<file path="src/rtl/ssp_matrix.sv">
// ssp_matrix: weight matrix memory, one write and one registered read port
// standalone, no package use
module ssp_matrix #(
  parameter int MAX_NODES   = 16,
  parameter int WEIGHT_BITS = 16
) (
  input  logic                                      clk,
  input  logic                                      we,
  input  logic [$clog2(MAX_NODES*MAX_NODES)-1:0]    waddr,
  input  logic [WEIGHT_BITS-1:0]                    wdata,
  input  logic [$clog2(MAX_NODES*MAX_NODES)-1:0]    raddr,
  output logic [WEIGHT_BITS-1:0]                    rdata
);
  localparam int DEPTH = MAX_NODES * MAX_NODES;

  logic [WEIGHT_BITS-1:0] mem [DEPTH];

  always_ff @(posedge clk) begin
    if (we) begin
      mem[waddr] <= wdata;
    end
  end

  always_ff @(posedge clk) begin
    rdata <= mem[raddr];
  end
endmodule

</file>
<file path="config.mk">
export PLATFORM = sky130hd
export DESIGN_NAME = ssp_matrix
export DESIGN_NICKNAME = d
export VERILOG_FILES = /design/src/rtl/ssp_matrix.sv
export SDC_FILE = /design/constraint.sdc
export NUM_CORES = 2
export LEC_CHECK = 0
export BUFFER_PORTS_ARGS = -buffer_cell sky130_fd_sc_hd__buf_4
export CAP_MARGIN = 30
export CORE_ASPECT_RATIO = 0.8
export CORE_MARGIN = 4
export CORE_UTILIZATION = 55
export CTS_CLUSTER_SIZE = 24
export DETAILED_ROUTE_END_ITERATION = 16
export MAX_ROUTING_LAYER = met4
export PLACE_DENSITY_LB_ADDON = 0.3
export SLEW_MARGIN = 20
export SYNTH_ARGS = -nofsm -noshare
export SYNTH_HDL_FRONTEND = slang
export SYNTH_SLANG_ARGS = --single-unit
</file>
<file path="constraint.sdc">
create_clock -name clk -period 2.5 [get_ports clk]
set_input_delay 0.375 -clock clk [delete_from_list [all_inputs] [get_ports clk]]
set_output_delay 0.375 -clock clk [all_outputs]
set_load 0.02 [all_outputs]
</file>
# Yosys cells after proc, flatten, opt, wreduce, memory -nomap -nowiden
# Memory sizes are Yosys's and may differ from the RTL's. A register that Yosys moved wholly into a read port is not among the register bits.
# Index checks and enable logic that the tools add are counted.
# W data, S select, Z words.
# word_totals
ff_bits	0
output_inout_bits	16
n_memories	1
mem_bits_rw	4096
mem_bits_ro	0
latch_bits	0
elab_cells	3
input_bits	34
# classes
n_lt_le_gt_ge	0
bitwise_logic	0
mul	0
n_addsub	0
eq_ne	0
n_reduce_logical	0
n_shift	0
div	0
mux	2
# mem_list
memory	words	word_bits	read_ports	rd_ports_with_merged_regs	write_ports	line	rtl
mem	256	16	1	1	1	16	logic [WEIGHT_BITS-1:0] mem [DEPTH];
# ops
cell	count
$mux W1	2

# Logic depth before layout (Yosys ltp)
# logic_depth
depth_word	2
ltp_mapped	12
ltp_nobuf	6

# Worst setup path before layout
# OpenSTA, ideal clock, no wires.
# synth_timing
path_type	input to register
from	input port waddr[3]
to	memory mem[235][0], enable pin
arrival_time_ns	2.152
t_required_ns	2.112
n_path_buf	3
setup_slack_ns	-0.040
path_stages	6
cell_sequence	clkbuf_1 > nor2b_1 > clkbuf_1 > nand4_1 > clkbuf_1 > nor2_1
# synth_rtl
item	line	rtl
start, declared	9	input logic [$clog2(MAX_NODES*MAX_NODES)-1:0] waddr,
end, declared	16	
# No word-level cell before the write port.

==> impl_metrics.csv <==
group,metric,value,unit
global_routing,grt_overflow_total,0,
pwr,powerDensity,767,nW/µm²
critical_path,crit_arrival,3.35,ns
cells_and_area,final_util,64.8,%
critical_path,crit_cells,10,
critical_path,rr_startpoint,"mem[63][10]$_DFFE_PP_",
route,wl_per_cell,33.6,µm
yosys,netlist_instances,7360,
status,violations,"negative setup slack",
clocking,clk_pin_slew,0.06,ns
sta,clock.fmax,391,MHz
clocking,insertion_delay,0.91,ns
critical_path,worstPathCellList,"buf_8 -> or2_4 -> buf_12 -> buf_4 -> buf_4 -> o22ai_1 -> mux2i_1 -> a22oi_1 -> nand4_1 -> nor4_4",
clocking,htree_levels,5,
yosys,ys_types,52,
status,outcome,"finished, violations left",
clocking,root_buffer,"clkbuf_16",
cells_and_area,layout.cells.non_filler,12700,
critical_path,r2r_slack,0,ns
floorplanning,num_io_pins,50,
cells_and_area,drive_above_1_share,31.4,%
pwr,total_power,143000,µW
critical_path,crit_top_cell,"buf_4",
floorplanning,fp.dieH,488,µm
route,first_pass_iters,6,
yosys,ys_seq_elements,4112,
place,dp.final_hpwl,267000,µm
hold_path,holdPathEnd,"mem[191][7]$_DFFE_PP_",
yosys,syn_nets,7394,
place,portBuffers,49,
yosys,synth_edf_count,4096,
critical_path,path_delay_family,"simple AND/OR/NAND/NOR gates",
sta,period_minus_slack,2.56,ns
critical_path,startpoint_type,"input pin",
critical_path,crit_path_max_incr_delay,0.68,ns
critical_path,path_class,"input pin to flip-flop",
yosys,seq_area_frac_synth,77.7,%
global_routing,grt_usage,29.3,%
hold_path,min_path_cells,1,
route,drt_iter0_drc,13000,
sta,maxSlewViolCount,0,
place,gp_congestion,0.942,
floorplanning,core_area,287000,µm²
sta,finalWorstSetupSlack,-0.0554,ns
pwr,vdd_drop_max,0.713,mV
pwr,p_leak,0.0607,µW
sta,hold_violations,0,
cells_and_area,fin_nets,8554,
sta,report.final.setup_viol,3,
place,placed_area,173000,µm²
floorplanning,start_util,55.2,%
clocking,cts_setup_buffers,0,
cells_and_area,area_delta_synth_final,17.3,%
critical_path,critPathSlowestCell,"a22oi_1",
hold_path,hp-start,"wdata[7]",
sta,rsz0062_at_grt,"yes",
yosys,synth-async-reset-ratio,0,%
yosys,synth.avg_cell_area,21.6,µm²
critical_path,cp_max_fo,17,
global_routing,grt_pass1_wl,605000,µm
cells_and_area,design_area,186000,µm²
route,avgViaCountPerCell,6.60,
route,routed_wl,425000,µm
yosys,synth_area,159000,µm²
critical_path,worstPathRequired,3.29,ns
floorplanning,die_w,609,µm
sta,skew,0.0491,ns
clocking,cts_tree,"yes",
critical_path,ff2ff_path_depth,6,
critical_path,worstReg2RegEnd,"rdata[10]$_DFF_P_",
clocking,cts_sinks,4112,
flow_run,cap_viol_max_count,0,
critical_path,end_kind,"flip-flop",
sta,tns,-0.113,ns
clocking,cts_max_path_buffers,4,
global_routing,grt_max_degree,97,
yosys,ys.flop_type,"edfxtp_1",
sta,fin_crit_sh,102,%
global_routing,grt_pass1_vias,81700,
hold_path,worstHoldPathType,"input pin to flip-flop",
yosys,yosys_warnings,0,
route,vias,83600,
route,antenna_left,0,
place,placed_cells,11900,
clocking,numCtsBuffers,384,
sta,slew_headroom,37.4,%
floorplanning,rows,176,
critical_path,worst-path-buf-inv,4,
sta,worstMarginPinSlew,0.939,ns
floorplanning,die-area,297000,µm²
global_routing,grt_antenna_before_repair,29,
route,drcViolationCount,0,
==> worst reg2reg max path: stages, from the launching register on <==
cell and delay (ns):
edfxtp_1 0.39, mux4_2 0.54, mux4_2 0.54, a22o_4 0.34, o32ai_4 0.37, buf_6 0.17
nor4_4 0.04
==> cells in the final DEF, fill, tap and decap left out, types with 24 or more instances in the layout <==
master / count
a21oi_1: 171
a22oi_1: 34
buf_12: 218
buf_4: 962
bufinv_16: 46
clkbuf_1: 68
clkbuf_16: 390
clkinv_1: 81
clkinv_2: 65
edfxtp_1: 4096
mux2_2: 87
mux2i_1: 565
mux4_2: 797
nand2_1: 34
nand3_1: 24
nand4_1: 26
nor2_1: 264
nor2_2: 40
nor3_1: 79
o21ai_0: 35
o221ai_1: 250
o22ai_1: 148
==> timing repair <==
action                     4_1_cts  5_1_grt
gates cloned                     0        2
hold endpoints to repair       558        0
gates resized for setup         45       48
setup endpoints to repair       15       15
hold buffers                    15        0
pin swaps                        6       11
==> state kept, by name, indices dropped and copies added (netlist names) <==
signal	flops
mem	4096
rdata	16
==> metrics by stage <==
step | hold WS, ns | setup WS (ns)
4_1_cts | 0.0380 | -0.0811
6_report | 0.0666 | -0.0554
2_1_floorplan | 0.474 | -0.0400
5_1_grt | 0.0605 | -0.0746
3_5_place_dp | 0.765 | -1.35
3_3_place_gp | 0.759 | -1.37
==> logic make-up after synthesis <==
group | synth area share [%]
and+or+nand+nor | 1.57
muxes | 15.5
buffers and inverters | 1.69
DFF | 77.7
AOI/OAI and AO/OA | 3.54
==> synthesized netlist by cell type (2+ instances only) <==
cell type,count,area (µm²)
a2111oi_0,6,52.6
a211oi_1,18,135
a21o_1,2,15.0
a21oi_1,175,876
a221oi_1,28,245
a22o_1,32,280
a22oi_1,43,323
a31oi_1,6,37.5
and3_1,11,68.8
and4_1,2,17.5
buf_1,27,101
buf_12,5,100
buf_2,76,380
buf_4,26,195
buf_6,77,867
buf_8,11,165
clkbuf_1,230,863
dfxtp_1,16,320
edfxtp_1,4096,123000
inv_1,3,11.3
mux2_2,88,991
mux2i_1,565,5660
mux4_2,797,17900
nand2_1,38,143
nand2b_1,3,18.8
nand3_1,35,175
nand4_1,26,163
nand4b_1,3,26.3
nor2_1,304,1140
nor2b_1,9,56.3
nor3_1,92,460
nor4_1,17,106
nor4bb_1,2,20.0
o21ai_0,37,185
o221ai_1,252,2210
o22ai_1,148,926
o31ai_1,16,120
o32ai_1,20,175
or2_2,4,25.0
or3_1,2,12.5
==> worst max path at each step <==
stage,startpoint,endpoint,slack (ns)
floorplan,waddr[3],mem[235][0]$_DFFE_PP_,-0.04
global placement,raddr[0],rdata[1]$_DFF_P_,-1.37
detailed placement,raddr[0],rdata[15]$_DFF_P_,-1.35
CTS,mem[63][10]$_DFFE_PP_,rdata[10]$_DFF_P_,-0.08
global route,raddr[0],rdata[7]$_DFF_P_,-0.07
finish,raddr[1],rdata[10]$_DFF_P_,-0.06
==> power breakdown <==
| group | internal (µW) | switching [µW] | leakage [µW] |
|---|---|---|---|
| clock | 33300 | 24900 | 0.00603 |
| combinational | 3370 | 5110 | 0.0178 |
| sequential | 76000 | 119 | 0.0369 |
==> area by class of cell <==
class                   instances  area, µm²
diodes                         18       45.0
flip-flops and latches       4112     123000
clock buffers                 461      10000
multi-input cells            2792      33400
clock inverters               229       2330
repair buffers               1226      12200
inverters                       4       27.5
well taps                    3827       4790
fillers                     18400     101000
==> routing by layer <==
layer	track usage [%]	vias to the layer above	routed length, µm
met1	41.7	43800	163000
met3	7.04	759	51600
met2	42.4	5442	196000
met4	9.25	0	14400
met5	-	-	0
li1	-	33600	-
No activity file was read; power rests on OpenSTA's default activity.
