$ cat src/rtl/ssp_pkg.sv
// ssp_pkg: shared types and constants of the shortest path block
// no dependencies; used by the interfaces, the cells and the top level
package ssp_pkg;

  localparam int DIST_BITS = 20;
  localparam int IDX_BITS  = 4;
  localparam int CNT_CFG_BITS = 5;
  localparam logic [DIST_BITS-1:0] DIST_MAX = 20'hFFFFF;
  localparam logic [CNT_CFG_BITS-1:0] NODE_COUNT_RESET = 5'd16;

  localparam logic FUNC_LOAD = 1'b0;
  localparam logic FUNC_RUN  = 1'b1;

  typedef enum logic [2:0] {
    ST_CLEAR,
    ST_IDLE,
    ST_SCAN,
    ST_RELAX,
    ST_EMIT
  } state_t;

  // running minimum carried down the cell chain
  typedef struct packed {
    logic                 found;
    logic [DIST_BITS-1:0] plen;
    logic [IDX_BITS-1:0]  idx;
  } scan_t;

  // commands broadcast from the sequencer to every cell
  typedef struct packed {
    logic                 init;
    logic [IDX_BITS-1:0]  src;
    logic                 settle;
    logic [IDX_BITS-1:0]  settle_idx;
    logic                 relax;
    logic [IDX_BITS-1:0]  col;
    logic [DIST_BITS-1:0] cand;
  } cmd_t;

endpackage

$ cat src/rtl/ssp_cell.sv
// ssp_cell: one node of the chain, holds distance and flags of its node
// depends on ssp_pkg for scan_t and cmd_t
module ssp_cell #(
  parameter int CELL_ID = 0
) (
  input  logic                                clk,
  input  logic                                rst,
  input  logic [ssp_pkg::CNT_CFG_BITS-1:0]    n_use,
  input  ssp_pkg::cmd_t                       cmd,
  input  ssp_pkg::scan_t                      scan_in,
  output ssp_pkg::scan_t                      scan_out,
  output logic [ssp_pkg::DIST_BITS-1:0]       plen,
  output logic                                reached
);
  localparam logic [ssp_pkg::IDX_BITS-1:0] MY_IDX = ssp_pkg::IDX_BITS'(CELL_ID);

  logic settled;
  logic active;
  logic cand_here;
  logic take_relax;

  assign active    = ssp_pkg::CNT_CFG_BITS'(CELL_ID) < n_use;
  assign cand_here = active && reached && !settled;
  assign take_relax = cmd.relax && (cmd.col == MY_IDX) && active &&
                      (!reached || (cmd.cand < plen));

  always_ff @(posedge clk) begin
    if (rst) begin
      reached <= 1'b0;
      settled <= 1'b0;
    end else if (cmd.init) begin
      // an inactive cell may hold the source mark but never joins a run
      reached <= (cmd.src == MY_IDX);
      settled <= 1'b0;
    end else begin
      if (cmd.settle && (cmd.settle_idx == MY_IDX)) begin
        settled <= 1'b1;
      end
      if (take_relax) begin
        reached <= 1'b1;
      end
    end
  end

  always_ff @(posedge clk) begin
    if (cmd.init) begin
      plen <= '0;
    end else if (take_relax) begin
      plen <= cmd.cand;
    end
  end

  // earlier index wins a tie, so only a strictly smaller distance replaces
  always_ff @(posedge clk) begin
    if (rst) begin
      scan_out <= '0;
    end else if (cand_here && (!scan_in.found || (plen < scan_in.plen))) begin
      scan_out.found <= 1'b1;
      scan_out.plen  <= plen;
      scan_out.idx   <= MY_IDX;
    end else begin
      scan_out <= scan_in;
    end
  end
endmodule

$ cat config.mk
export PLATFORM = sky130hd
export DESIGN_NAME = ssp_cell
export DESIGN_NICKNAME = d
export VERILOG_FILES = /design/src/rtl/ssp_pkg.sv /design/src/rtl/ssp_cell.sv
export SDC_FILE = /design/constraint.sdc
export NUM_CORES = 1
export LEC_CHECK = 0
export BUFFER_PORTS_ARGS = -buffer_cell sky130_fd_sc_hd__buf_2
export CAP_MARGIN = 20
export CORE_UTILIZATION = 50
export CTS_CLUSTER_SIZE = 10
export DETAILED_ROUTE_END_ITERATION = 12
export PLACE_DENSITY = 0.86
export REMOVE_ABC_BUFFERS = 1
export SLEW_MARGIN = 10
export SYNTH_ARGS = -nofsm -noshare
export SYNTH_HDL_FRONTEND = slang
export SYNTH_SLANG_ARGS = --single-unit
$ cat constraint.sdc
create_clock -name clk -period 2.3 [get_ports clk]
set_input_delay 0.345 -clock clk [delete_from_list [all_inputs] [get_ports clk]]
set_output_delay 0.345 -clock clk [all_outputs]
set_load 0.005 [all_outputs]
**Word-level counts from Yosys, hierarchy flattened**

Index checks and enable logic that the tools add are counted.

- Output and inout port bits: 46
- Logic and storage cells: 30
- Input bits: 67
- Bits in registers: 47

- Muxes and demuxes: 3
- Order comparisons: 3
- Reductions and logical operators: 18

Operators with widths:

| kind | number |
|---|---|
| 20-bit < comparator | 2 |
| 25-bit two-way mux | 1 |
| 4-bit zero test | 3 |
| 1-bit logical AND | 7 |
| 1-bit by 5-bit < comparator with 1-bit output, first input constant | 1 |
| 2-bit OR reduction | 2 |
| 1-bit zero test | 3 |
| 1-bit logical OR | 2 |
| 1-bit two-way mux | 2 |
| 2-bit nonzero test | 1 |

**Logic depth before layout (Yosys ltp)**

- Word-level depth: 6
- Mapped depth: 9

**Least setup slack after synthesis**

OpenSTA, ideal clock, no wires.

- Path type: register to register
- Start: register plen[2] (netlist bit)
- End: register plen[0] (netlist bit)
- Setup time: 0.126 ns
- Setup slack: 0.371 ns
- Arrival: 1.802 ns
- Required time: 2.174 ns
- Cell stages (with the launch flop): 10
- Path buffers: 1
- Path through: dfxtp_1 > inv_1 > ha_1 > a211o_1 > a31oi_1 > nor3_1 > o31ai_1 > a31oi_1 > buf_2 > mux2i_1

- Cells in the longest elaborated chain, start to end: 3

Ends and longest elaborated chain:

| item | line | text |
|---|---|---|
| start, declared | ssp_cell.sv:12 | `output logic [ssp_pkg::DIST_BITS-1:0] plen,` |
| start signal, assigned | ssp_cell.sv:49 | `plen <= cmd.cand;` |
| 20-bit < comparator | ssp_cell.sv:25 | `(!reached \|\| (cmd.cand < plen));` |
| 1-bit logical OR | ssp_cell.sv:25 |  |
| 1-bit logical AND | ssp_cell.sv:24 | `assign take_relax = cmd.relax && (cmd.col == MY_IDX) && active &&` |

Every way passes these cells.
A chain may end at the register's enable or synchronous reset.

**Final worst setup path**

- Start: register plen[19] (netlist bit)
- End: register plen[17] (netlist bit)

The elaborated chain is that of the path after synthesis.

==> metrics.md <==
| Metric | Value |
|---|---|
| Endpoint type of the worst setup path | register |
| Routed Antenna Nets | 0 |
| Most frequent cells in the layout | buf_2, nand2b_1, mux2i_1, dfxtp_1, inv_1 |
| CTS tree | built |
| DRC | 0 |
| Core area | 5640 um2 |
| Crit Path Class | reg -> reg |
| Post-route non-filler standard cell count | 531 |
| Worst-Margin Slew | 591 ps |
| Layout Nets | 563 |
| Worst path buffer plus inverter count | 2 |
| Placed Cells | 512 |
| Yosys warnings | 0 |
| Htree depth | 2 |
| Worst-path maximum fanout | 5 |
| DP HPWL | 5.40 mm |
| Max Fclk | 0.435 GHz |
| #FFs+latches synth | 47 |
| Root buf cell | clkbuf_8 |
| Number of hold buffers added after cts | 0 |
| Crit path max-delay family | simple AND/OR/NAND/NOR gates |
| Crit path cell chain | inv_4, ha_4, and4_4, nand4_1, nor2_2, o31ai_4, a31oi_4, clkbuf_16, mux2i_1 |
| Global-route wire length before repair | 11.1 mm |
| Grt ovf | 0 |
| Gr usage total | 0.227 |
| I/O pins | 113 |
| Syn avg cell area | 9.02 um2 |
| Vias in the first global route | 2,645 |
| 1st-iter DRT viols | 102 |
| Num rows | 27 |
| Commonest non-fill, non-tap cell in the layout | buf_2 |
| Crit path DAT | 2520 ps |
| Fin. max-slew vios | 0 |
| Clock transition at path regs | 90 ps |
| Finished Cell Area | 4100 um2 |
| Filler Cell Count | 427 |
| Post-Place Cell Area | 3690 um2 |
| DR vias/cell | 5.21 |
| DR vias | 2,767 |
| Largest net degree at the start of global routing | 48 |
| Final Hold Viols | 0 |
| CTS max path bufs | 2 |
| Crit path max-delay cell type | dfxtp_4 |
| Max_cap viols | 0 |
| Area Growth Syn to Fin | 37.3% |
| Routability cong. | 0.802 |
| Initial Util | 0.529 |
| Drt pass-1 iters | 4 |
| Status | completed |
| Final Util | 0.727 |
| Clock Skew | 8.03 ps |
| Width of the die | 79.3 um |
| Hold/Removal Path Class | in -> reg |
| Die height | 79.3 um |
| Cts bufs inserted | 5 |
| Routed WL per cell | 14.8 um |
| Final setup violation count | 0 |
| Max incr delay on CP | 390 ps |
| Sequential-to-total area share from yosys stat | 0.315 |
| PwrDens | 457 nW/um2 |
| Initial antenna violation count | 0 |
| Share of layout cells above drive strength 1 | 0.359 |
| Skew-Pair Late Insertion Delay | 300 ps |
| Critical path required time | 2520 ps |
| Distinct cell type count after synthesis | 31 |
| LEAKAGE | 2.17 nW |
| Min cycle time layout | 2300 ps |
| Final WL | 7.86 mm |
| I/O Buffers | 112 |
| Syn Inst Count | 331 |
| # diodes | 0 |
| Die ar. | 6280 um2 |
| Rel. slew slack | 0.606 |
| Synthesized cell area | 2990 um2 |
| Post-route clock period utilization | 1.00 |
| Clock sinks | 47 |
| VDD IR max | 242 uV |
| Worst setup SP type | register |
## per-stage QoR
| stage | hold WS, ps | setup WS (ps) | setup TNS (ps) | power (mW) |
|---|---|---|---|---|
| after floorplan | 414 | -871 | -21120 | 1.05 |
| after global placement | 513 | -185 | -3650 | 1.19 |
| after detailed placement | 508 | -170 | -3150 | 1.21 |
| after CTS | 270 | 43.6 | 0 | 1.84 |
| after global routing | 270 | -90.7 | -1930 | 1.95 |
| final | 272 | 0.802 | 0 | 1.87 |
## synth_stat cells (all sizes together)
library cell	count	area share
nand2b	83	0.17
dfxtp	47	0.32
mux2i	40	0.13
inv	39	0.049
ha	38	0.16
nor2	11	0.014
clkbuf	9	0.011
a21oi	7	0.012
nand4	7	0.015
nor3	6	0.010
a211oi	5	0.013
o21ai	5	0.0084
a31oi	4	0.010
and3b	4	0.012
buf	4	0.011
a21o	3	0.0075
nand2	3	0.0038
nor4	3	0.0063
a211o	2	0.0059
nand3	2	0.0034
o31ai	2	0.0067
a221o	1	0.0034
a221oi	1	0.0029
and2	1	0.0021
and4	1	0.0029
nand3b	1	0.0025
nand4b	1	0.0029
or4	1	0.0025
## routing by layer
metal | GRT usage | up-vias | wire [um]
li1 | - | 1366 | -
met1 | 0.249 | 1299 | 3300
met2 | 0.441 | 87 | 3990
met3 | 0.0437 | 15 | 421
met4 | 0.0545 | 0 | 142
met5 | 0 | - | 0
## registers in the layout, indices dropped and copies added (netlist names)
name / flops
plen: 20
scan_out: 25
reached: 1
settled: 1
## logic make-up after synthesis
family | share of synthesized area
AOI/OAI and AO/OA | 0.0696
adders and majority gates | 0.159
buffers and inverters | 0.0712
DFF | 0.315
muxes | 0.134
and+or+nand+nor | 0.251
## final timing paths
path | start | end | slack [ps] | cells after the start
min reg2reg | plen[15] | plen[15] | 520 | 2
max reg2reg | plen[19] | plen[17] | 0.8 | 9
max | plen[19] | plen[17] | 0.8 | 9
min | scan_in[3] | scan_out[3] | 270 | 2
## cell type report
class / count / area, um2 / share of cell area
Timing Repair Buffer: 133 / 821 / 0.200
Multi-Input combinational cell: 232 / 1960 / 0.478
Clock inverter: 2 / 35.0 / 0.00855
Inverter: 39 / 149 / 0.0363
Sequential cell: 47 / 962 / 0.235
Tap cell: 72 / 90.1 / 0.0220
Clock buffer: 6 / 82.6 / 0.0201
## report_power, final
group	switching (mW)	internal, mW	leakage, nW
sequential	0.0150	0.844	0.390
clock	0.290	0.352	0.0612
combinational	0.173	0.198	1.71
## timing repair
item,in CTS,in global routing
buffers inserted,0,6
pin swaps,0,9
hold endpoints to repair,0,0
resized for setup,3,28
cloned,0,5
setup endpoints to repair,20,22
(Power assumes the default switching activity.)
